**src/rtl/core/sha512_pkg.sv**
```systemverilog
// Package for the SHA-512 streaming hasher: beat types, constants and round functions.
package sha512_pkg;

  typedef struct packed {
    logic [63:0] data_word;
    logic [3:0]  byte_count;
    logic        last_item;
  } in_beat_t;

  typedef struct packed {
    logic [63:0] digest_word;
    logic [2:0]  word_index;
    logic        last_word;
  } out_beat_t;

  // Job handed from the front part to the compression engine.
  typedef struct packed {
    logic [15:0][63:0] block;
    logic              final_block;
  } job_t;

  typedef enum logic [1:0] {
    ENG_IDLE,
    ENG_ROUND,
    ENG_ADD,
    ENG_EMIT
  } eng_state_t;

  typedef enum logic [1:0] {
    FR_LOAD,
    FR_PAD,
    FR_LEN
  } front_state_t;

  localparam logic [7:0][63:0] INIT_VALUE = {
    64'h5be0cd19137e2179, 64'h1f83d9abfb41bd6b, 64'h9b05688c2b3e6c1f, 64'h510e527fade682d1,
    64'ha54ff53a5f1d36f1, 64'h3c6ef372fe94f82b, 64'hbb67ae8584caa73b, 64'h6a09e667f3bcc908
  };

  localparam int QUEUE_DEPTH = 2;

  function automatic logic [63:0] round_const(input logic [6:0] idx);
    logic [63:0] k;
    case (idx)
      7'd0:  k = 64'h428a2f98d728ae22; 7'd1:  k = 64'h7137449123ef65cd;
      7'd2:  k = 64'hb5c0fbcfec4d3b2f; 7'd3:  k = 64'he9b5dba58189dbbc;
      7'd4:  k = 64'h3956c25bf348b538; 7'd5:  k = 64'h59f111f1b605d019;
      7'd6:  k = 64'h923f82a4af194f9b; 7'd7:  k = 64'hab1c5ed5da6d8118;
      7'd8:  k = 64'hd807aa98a3030242; 7'd9:  k = 64'h12835b0145706fbe;
      7'd10: k = 64'h243185be4ee4b28c; 7'd11: k = 64'h550c7dc3d5ffb4e2;
      7'd12: k = 64'h72be5d74f27b896f; 7'd13: k = 64'h80deb1fe3b1696b1;
      7'd14: k = 64'h9bdc06a725c71235; 7'd15: k = 64'hc19bf174cf692694;
      7'd16: k = 64'he49b69c19ef14ad2; 7'd17: k = 64'hefbe4786384f25e3;
      7'd18: k = 64'h0fc19dc68b8cd5b5; 7'd19: k = 64'h240ca1cc77ac9c65;
      7'd20: k = 64'h2de92c6f592b0275; 7'd21: k = 64'h4a7484aa6ea6e483;
      7'd22: k = 64'h5cb0a9dcbd41fbd4; 7'd23: k = 64'h76f988da831153b5;
      7'd24: k = 64'h983e5152ee66dfab; 7'd25: k = 64'ha831c66d2db43210;
      7'd26: k = 64'hb00327c898fb213f; 7'd27: k = 64'hbf597fc7beef0ee4;
      7'd28: k = 64'hc6e00bf33da88fc2; 7'd29: k = 64'hd5a79147930aa725;
      7'd30: k = 64'h06ca6351e003826f; 7'd31: k = 64'h142929670a0e6e70;
      7'd32: k = 64'h27b70a8546d22ffc; 7'd33: k = 64'h2e1b21385c26c926;
      7'd34: k = 64'h4d2c6dfc5ac42aed; 7'd35: k = 64'h53380d139d95b3df;
      7'd36: k = 64'h650a73548baf63de; 7'd37: k = 64'h766a0abb3c77b2a8;
      7'd38: k = 64'h81c2c92e47edaee6; 7'd39: k = 64'h92722c851482353b;
      7'd40: k = 64'ha2bfe8a14cf10364; 7'd41: k = 64'ha81a664bbc423001;
      7'd42: k = 64'hc24b8b70d0f89791; 7'd43: k = 64'hc76c51a30654be30;
      7'd44: k = 64'hd192e819d6ef5218; 7'd45: k = 64'hd69906245565a910;
      7'd46: k = 64'hf40e35855771202a; 7'd47: k = 64'h106aa07032bbd1b8;
      7'd48: k = 64'h19a4c116b8d2d0c8; 7'd49: k = 64'h1e376c085141ab53;
      7'd50: k = 64'h2748774cdf8eeb99; 7'd51: k = 64'h34b0bcb5e19b48a8;
      7'd52: k = 64'h391c0cb3c5c95a63; 7'd53: k = 64'h4ed8aa4ae3418acb;
      7'd54: k = 64'h5b9cca4f7763e373; 7'd55: k = 64'h682e6ff3d6b2b8a3;
      7'd56: k = 64'h748f82ee5defb2fc; 7'd57: k = 64'h78a5636f43172f60;
      7'd58: k = 64'h84c87814a1f0ab72; 7'd59: k = 64'h8cc702081a6439ec;
      7'd60: k = 64'h90befffa23631e28; 7'd61: k = 64'ha4506cebde82bde9;
      7'd62: k = 64'hbef9a3f7b2c67915; 7'd63: k = 64'hc67178f2e372532b;
      7'd64: k = 64'hca273eceea26619c; 7'd65: k = 64'hd186b8c721c0c207;
      7'd66: k = 64'heada7dd6cde0eb1e; 7'd67: k = 64'hf57d4f7fee6ed178;
      7'd68: k = 64'h06f067aa72176fba; 7'd69: k = 64'h0a637dc5a2c898a6;
      7'd70: k = 64'h113f9804bef90dae; 7'd71: k = 64'h1b710b35131c471b;
      7'd72: k = 64'h28db77f523047d84; 7'd73: k = 64'h32caab7b40c72493;
      7'd74: k = 64'h3c9ebe0a15c9bebc; 7'd75: k = 64'h431d67c49c100d4c;
      7'd76: k = 64'h4cc5d4becb3e42b6; 7'd77: k = 64'h597f299cfc657e2a;
      7'd78: k = 64'h5fcb6fab3ad6faec; 7'd79: k = 64'h6c44198c4a475817;
      default: k = 64'h0;
    endcase
    return k;
  endfunction

  function automatic logic [63:0] rotr(input logic [63:0] v, input int n);
    return (v >> n) | (v << (64 - n));
  endfunction

endpackage

```
**src/rtl/core/sha512_front.sv**
```systemverilog
// Front part: gathers words into blocks, applies padding and the length.
module sha512_front import sha512_pkg::*; (
  input  logic     clk,
  input  logic     rst,
  input  in_beat_t in_beat,
  input  logic     in_valid,
  output logic     in_stall,
  output job_t     job,
  output logic     job_valid,
  input  logic     job_stall
);

  front_state_t      state, state_next;
  logic [15:0][63:0] block;
  logic [3:0]        word_position;
  logic [60:0]       byte_total;
  logic [3:0]        count;
  logic [63:0]       keep;
  logic [63:0]       masked;
  logic [7:0]        used;
  logic [63:0]       msg_bits;
  logic              take;
  logic              job_load;

  assign count    = (in_beat.byte_count > 4'd8) ? 4'd8 : in_beat.byte_count;
  assign keep     = (count == 4'd0) ? 64'h0 : ~64'h0 << (7'd64 - {count, 3'b000});
  assign masked   = (in_beat.data_word & keep) | ((count == 4'd8) ? 64'h0 :
                    (64'h80 << (6'd56 - {count[2:0], 3'b000})));
  assign used     = {1'b0, word_position, 3'b000} + {4'b0000, count};
  assign msg_bits = {byte_total + {57'd0, count}, 3'b000};
  assign in_stall = (state != FR_LOAD) || (job_valid && job_stall);
  assign take     = in_valid && !in_stall;
  assign job_load = (take && (in_beat.last_item || word_position == 4'd15)) ||
                    ((state != FR_LOAD) && !(job_valid && job_stall));

  always_comb begin
    state_next = state;
    case (state)
      FR_LOAD: begin
        if (take && in_beat.last_item) begin
          if (used == 8'd128) begin
            state_next = FR_PAD;
          end else if (used >= 8'd112) begin
            state_next = FR_LEN;
          end
        end
      end
      FR_PAD, FR_LEN: begin
        if (!(job_valid && job_stall)) begin
          state_next = FR_LOAD;
        end
      end
      default: state_next = FR_LOAD;
    endcase
  end

  always_ff @(posedge clk) begin
    if (rst) begin
      state         <= FR_LOAD;
      word_position <= '0;
      byte_total    <= '0;
      job_valid     <= 1'b0;
    end else begin
      state     <= state_next;
      job_valid <= job_load || (job_valid && job_stall);
      if (take && !in_beat.last_item) begin
        block[word_position] <= in_beat.data_word;
        byte_total           <= byte_total + 61'd8;
        word_position        <= word_position + 4'd1;
        if (word_position == 4'd15) begin
          job.block             <= {in_beat.data_word, block[14:0]};
          job.final_block       <= 1'b0;
        end
      end else if (take) begin
        // Final word: marker lands in this word unless it is full, else in the next one.
        word_position <= '0;
        byte_total    <= '0;
        for (int i = 0; i < 16; i++) begin
          if (i >= 14 && used < 8'd112) begin
            job.block[i] <= (i == 15) ? msg_bits : 64'h0;
          end else if (i == int'(word_position)) begin
            job.block[i] <= masked;
          end else if (i == int'(word_position) + 1 && count == 4'd8) begin
            job.block[i] <= 64'h8000000000000000;
          end else if (i > int'(word_position)) begin
            job.block[i] <= 64'h0;
          end else begin
            job.block[i] <= block[i];
          end
        end
        job.final_block <= (used < 8'd112);
        block[15]       <= msg_bits;
      end else if (state != FR_LOAD && !(job_valid && job_stall)) begin
        // Extra block: marker word first when the data filled the block.
        for (int i = 0; i < 16; i++) begin
          if (i == 15) begin
            job.block[i] <= block[15];
          end else if (i == 0 && state == FR_PAD) begin
            job.block[i] <= 64'h8000000000000000;
          end else begin
            job.block[i] <= 64'h0;
          end
        end
        job.final_block <= 1'b1;
      end
    end
  end

endmodule

```
**config.mk**
```make
export PLATFORM = sky130hd
export DESIGN_NAME = sha512_front
export DESIGN_NICKNAME = d
export VERILOG_FILES = /design/src/rtl/core/sha512_pkg.sv /design/src/rtl/core/sha512_front.sv
export SDC_FILE = /design/constraint.sdc
export NUM_CORES = 2
export LEC_CHECK = 0
export BUFFER_PORTS_ARGS = -buffer_cell sky130_fd_sc_hd__buf_2
export CAP_MARGIN = 20
export CORE_UTILIZATION = 40
export CTS_BUF_LIST = sky130_fd_sc_hd__clkbuf_4 sky130_fd_sc_hd__clkbuf_8
export CTS_CLUSTER_DIAMETER = 80
export DETAILED_ROUTE_END_ITERATION = 7
export SYNTH_ARGS = -nofsm -noshare
export SYNTH_HDL_FRONTEND = slang
export SYNTH_SLANG_ARGS = --single-unit
```
**constraint.sdc**
```tcl
create_clock -name clk -period 83.6 [get_ports clk]
set_input_delay 8.36 -clock clk [delete_from_list [all_inputs] [get_ports clk]]
set_output_delay 8.36 -clock clk [all_outputs]
set_load 0.05 [all_outputs]
```
* Yosys cells after proc, flatten, opt, wreduce, memory -nomap -nowiden *
Cells that the tools add are included.

cells by class
  add/sub/neg operators = 7
  $lt $le $gt $ge = 20
  eq/ne operators = 39
  shifts and indexed selects = 2
  muxes and demuxes = 71
  bitwise operators = 3
  reduce and logical (&&, ||, !) cells = 42

operators with widths
  kind                                                                    number
  1025-bit two-way mux                                                    4
  64-bit two-way mux                                                      55
  1024-bit bitwise mux                                                    1
  64-bit demux with 4-bit select                                          1
  5-bit by 32-bit equality test with 1-bit output (first input constant)  7
  4-bit by 32-bit equality test with 1-bit output (first input constant)  4
  61-bit two-way mux                                                      2
  64-bit AND                                                              1
  3-bit by 32-bit equality test with 1-bit output (first input constant)  2
  64-bit bitwise OR                                                       1
  64-bit by 7-bit left shift with 64-bit output (first input constant)    1
  8-bit by 6-bit left shift with 64-bit output (first input constant)     1
  61-bit by 4-bit adder with 61-bit output                                1
  61-bit by 4-bit adder with 61-bit output (second input constant)        1
  2-bit by 32-bit equality test with 1-bit output (first input constant)  1
  4-bit equality test (first input constant)                              8
  4-bit > comparator (first input constant)                               8
  32-bit zero test                                                        1
  1-bit logical AND                                                       23
  3-bit by 4-bit equality test with 1-bit output (first input constant)   4
  3-bit by 4-bit > comparator with 1-bit output (first input constant)    4
  4-bit two-way mux                                                       3
  7-bit by 4-bit adder with 8-bit output                                  1
  2-bit by 4-bit equality test with 1-bit output (first input constant)   2
  other kinds (31)                                                        47

word-level totals
  register bits = 2117
  input bits = 73
  output and inout port bits = 1027
  word-level logic and storage cells = 221

* Longest topological paths before layout *
  depth in word-level cells = 11
  depth in mapped cells = 14
  gate-level depth less buffers = 11

* Least setup slack after synthesis *
OpenSTA, ideal clock, no wires.

  path kind = input port to flip-flop
  start point = input port job_stall
  end point = register job[0] (netlist bit), enable pin
  setup time = 4.049 ns
  arrival = 83.966 ns
  required time = 79.551 ns
  setup slack = -4.415 ns
  cell stages on the path = 1
  buffers on the path = 0
  cell sequence = a221oi_1

on the way
  word-level cells in the longest chain between the ends = 7
  elaborated cells between the ends (all ways) = 10
  classes of those cells = 1 x eq/ne; 9 x reduce/logical

ends and longest elaborated chain
  what                                                           line                                    text
  from (decl)                                                    sha512_front.sv:10                      input logic job_stall
  1-bit logical AND (*)                                          sha512_front.sv:31, sha512_front.sv:93
  1-bit logical OR                                               sha512_front.sv:31                      assign in_stall = (state != FR_LOAD) || (job_valid && job_stall);
  1-bit zero test                                                sha512_front.sv:32                      assign take = in_valid && !in_stall;
  1-bit logical AND                                              sha512_front.sv:32
  1-bit logical AND                                              sha512_front.sv:66                      if (take && !in_beat.last_item) begin
  2-bit != test (no line) or 3-bit nonzero test (tied branches)  --
  3-bit AND reduction (no line) (*)                              --
  to (decl)                                                      sha512_front.sv:8                       output job_t job,

Mark *: on every way between the ends. The rest lies on a longest branch, timed or not.
A chain may end at the register's enable or synchronous reset.

* Final worst setup path *
  start point = input port job_stall
  end point = output port in_stall

on the way
  word-level cells in the longest chain between the ends = 2

ends and longest elaborated chain
  what               line                text
  1-bit logical AND  sha512_front.sv:31
  1-bit logical OR   sha512_front.sv:31
  to (decl)          sha512_front.sv:7   output logic in_stall,

No other way between the ends.

==> results.txt <==
----------------------------------------------------
[Yosys]
  Portion of the post-synthesis area used by sequential elements ... 76.6%
  Post-synthesis cell area ... 0.0820 mm2
  Predominant post-synthesis flop cell ... edfxtp_1
  Post-Synthesis Cells ... 5428
  Mapped Avg Cell Area ... 15.1 um2
  Top cell type's share of synthesized area ... 75.0%
  Post-synth top cells ... edfxtp_1, a22o_1, nand2_1
  Most common cell in the netlist ... edfxtp_1
  Syn. warnings ... 0
  Synth async-reset ratio ... 0%
  Yosys top cell by area ... edfxtp_1
  Post-synthesis register bit count ... 2114
  Synth area leaders ... edfxtp_1, a22o_1, o21ai_0
  Number of library cell types mapped by synthesis ... 96
  Number of flops mapped to enable cells by yosys ... 2049
  Synthesized Nets ... 5520

[Clocking]
  Maximum count of clock buffers along a single path ... 4
  TritonCTS clock tree ... done
  Clock transition at the registers of the reported paths ... 60 ps
  Clock root buffer ... clkbuf_8
  Number of gates given a new drive strength after cts ... 0
  Worst-skew pair later-pin latency ... 1120 ps
  H-Tree Level Count ... 5
  Number of buffers inserted during clock tree synthesis ... 370
  Post-CTS Setup Repair Bufs ... 0
  CTS Hold Buffers Added ... 0
  # clock sinks ... 2114

[Timing]
  Setup repair after global routing missed its margin ... false
  Total Negative Setup Slacks ... 0 ps
  Final setup vio count ... 0
  Final Hold Vio Count ... 0
  Clock period minus worst slack ... 17860 ps
  Worst-Margin Slew ... 1190 ps
  Max-slew headroom at the worst pin ... 20.5%
  Max-slew violation count ... 0
  Final Cycle Share ... 21.4%
  Maximum clock rate ... 56.0 MHz
  Fin Clk Skew ... 93.3 ps

[Job]
  Count of maximum capacitance violations ... 0

[Run status]
  Result of the run ... finished, final reports clean

[Drt]
  Vias after detailed routing ... 57300
  Amount of wire on met3 after detailed routing ... 34.5 mm
  Top layer used by detailed routing ... met5
  Post-DRT Antenna Nets ... 0
  Final routed wire length divided by cell count ... 35.1 um
  First-iteration detailed-routing DRC count ... 8134
  Number of remaining DRC errors ... 0
  Avg Vias per Cell ... 6.01
  Met1 wire length ... 126 mm
  Met2 Routed Length ... 155 mm
  First drt pass iteration count ... 6
  Total detailed-routing wirelength ... 335 mm

[Cells and area]
  Fin area ... 0.0976 mm2
  Synthesis-to-finish area growth ... 18.9%
  Filler instances ... 17600
  Final-stage net count ... 6694
  Fraction of layout cells with a size suffix above 1 ... 27.8%

[Critical path]
  Required @ worst endpoint ... 75240 ps
  Nature of the critical path startpoint ... input pin
  Worst R2R Path Depth ... 9
  WS Path Type ... input pin to output pin
  CP endpoint kind ... output pin
  Maximum fanout along the worst path ... 4
  Crit path arrival time ... 9500 ps

[Power and ir drop]
  Ratio of total power to cell area ... 23.6 mW/mm2
  Peak supply drop ... 15.6 uV
  Leakage power summed over all cells ... 34.2 nW

[GRT]
  Wire length of the first global-routing pass ... 444 mm
  Initial antenna violation count ... 24
  Total overflow reported by the global router ... 0
  Vias in the first global route ... 53700
  Total track usage ... 31.4%
  Maximum number of pins on one net before global-route repair ... 188

[Floorplanning]
  Die Width ... 455 um
  Core ar. ... 0.203 mm2
  Site row count ... 165
  Initial Utilization ... 40.4%
  I/O pin cnt ... 1100
  Die Area ... 0.207 mm2
  Overall die height ... 455 um

[Place]
  DP Wirelength ... 212 mm
  Count of input and output buffers ... 1099
  Total cell area at the placement stage ... 0.0906 mm2
  GPL Wtd Cong ... 0.905

[Hold path]
  Classification of the worst-slack hold path ... register to register
  Number of stages on the worst hold path ... 2

----------------------------------------------------
-- critical path, stage by stage --
cell	delay, ps
buf_2	170
a21boi_2	420
inv_2	260
buf_2	280
-- flip-flops by register name, indices dropped and copies added (netlist names) --
signal and flops:
state 2, job 1025, block 1024, byte_total 58
job_valid 1, word_position 4
-- cells in the final DEF (no fill, tap or decap), drive strengths merged, types with 8 or more instances in the layout --
| cell type | synthesis | routed |
|---|---|---|
| inv | 22 | 25 |
| a32o | 34 | 34 |
| clkbuf | 256 | 492 |
| a221oi | 25 | 25 |
| nand2 | 420 | 420 |
| a22oi | 178 | 178 |
| nor4 | 21 | 21 |
| bufinv | 0 | 12 |
| xor2 | 31 | 31 |
| nor2b | 9 | 9 |
| and4 | 10 | 10 |
| o21ai | 391 | 391 |
| edfxtp | 2049 | 2049 |
| o211ai | 20 | 20 |
| and2 | 63 | 63 |
| a21oi | 266 | 266 |
| nor3 | 134 | 134 |
| a22o | 456 | 456 |
| xnor2 | 61 | 61 |
| and3 | 28 | 28 |
| ha | 19 | 19 |
| dfxtp | 65 | 65 |
| buf | 183 | 1241 |
| o21a | 10 | 10 |
| clkinv | 0 | 110 |
| nor2 | 397 | 397 |
| o22ai | 13 | 13 |
| nand4 | 55 | 55 |
| clkinvlp | 0 | 8 |
| nand3 | 86 | 86 |
| diode | 0 | 14 |
| or3 | 25 | 25 |
-- cell type report --
| class | instances | area [um2] | area share [%] |
|---|---|---|---|
| timing repair buffer | 1241 | 6670 | 6.84 |
| clock buffer | 492 | 6040 | 6.19 |
| clock inverter | 133 | 918 | 0.941 |
| multi-input combinational | 2853 | 17700 | 18.1 |
| inverter | 22 | 82.6 | 0.0846 |
| antenna | 14 | 35.0 | 0.0359 |
| sequential | 2114 | 62800 | 64.4 |
| tap | 2672 | 3340 | 3.43 |
-- power breakdown --
part	leakage [nW]	internal, mW	switching [mW]	total, mW
clock network	3.66	0.503	0.427	0.931
registers	19.4	1.18	0.00731	1.19
logic	11.1	0.0329	0.157	0.190
total	34.2	1.72	0.592	2.31
-- layer usage --
metal	global-route usage, %	vias to the layer above
li1	-	23500
met1	40.6	29100
met2	49.4	4072
met3	6.81	753
met4	16.9	2
met5	0	-
-- final timing paths --
| check | end | from | slack [ps] |
|---|---|---|---|
| min | job[959]$_DFFE_PP_ | block[958]$_DFFE_PP_ | 460 |
| max reg2reg | job[795]$_DFFE_PP_ | word_position[1]$_SDFFE_PP0N_ | 78690 |
| min reg2reg | job[959]$_DFFE_PP_ | block[958]$_DFFE_PP_ | 460 |
| max | in_stall | job_stall | 65740 |
-- stage by stage --
step	total power, mW	hold slack, ps	utilization (%)	worst slack, ps	instances
after floorplan	1.34	467	-	30590	5428
after global placement	1.40	480	44.6	65710	8898
after detailed placement	1.40	503	44.6	65740	8901
after CTS	2.31	475	48.1	65740	9526
after global routing	2.36	486	48.1	65770	9536
final	2.31	460	48.1	65740	9541
-- kinds of logic (layout without fill, tap and decap cells) --
group | after synthesis | count (layout) | synth area share [%]
other | 1 | 15 | 0.00457
AOI/OAI and AO/OA | 1468 | 1468 | 12.4
muxes | 1 | 1 | 0.0122
DFF | 2114 | 2114 | 76.6
and+or+nand+nor | 1272 | 1272 | 7.22
xor gates and xnor gates | 92 | 92 | 0.982
adders and majority gates | 19 | 19 | 0.290
buffers and inverters | 461 | 1888 | 2.47
No activity file was read; power rests on OpenSTA's default activity.
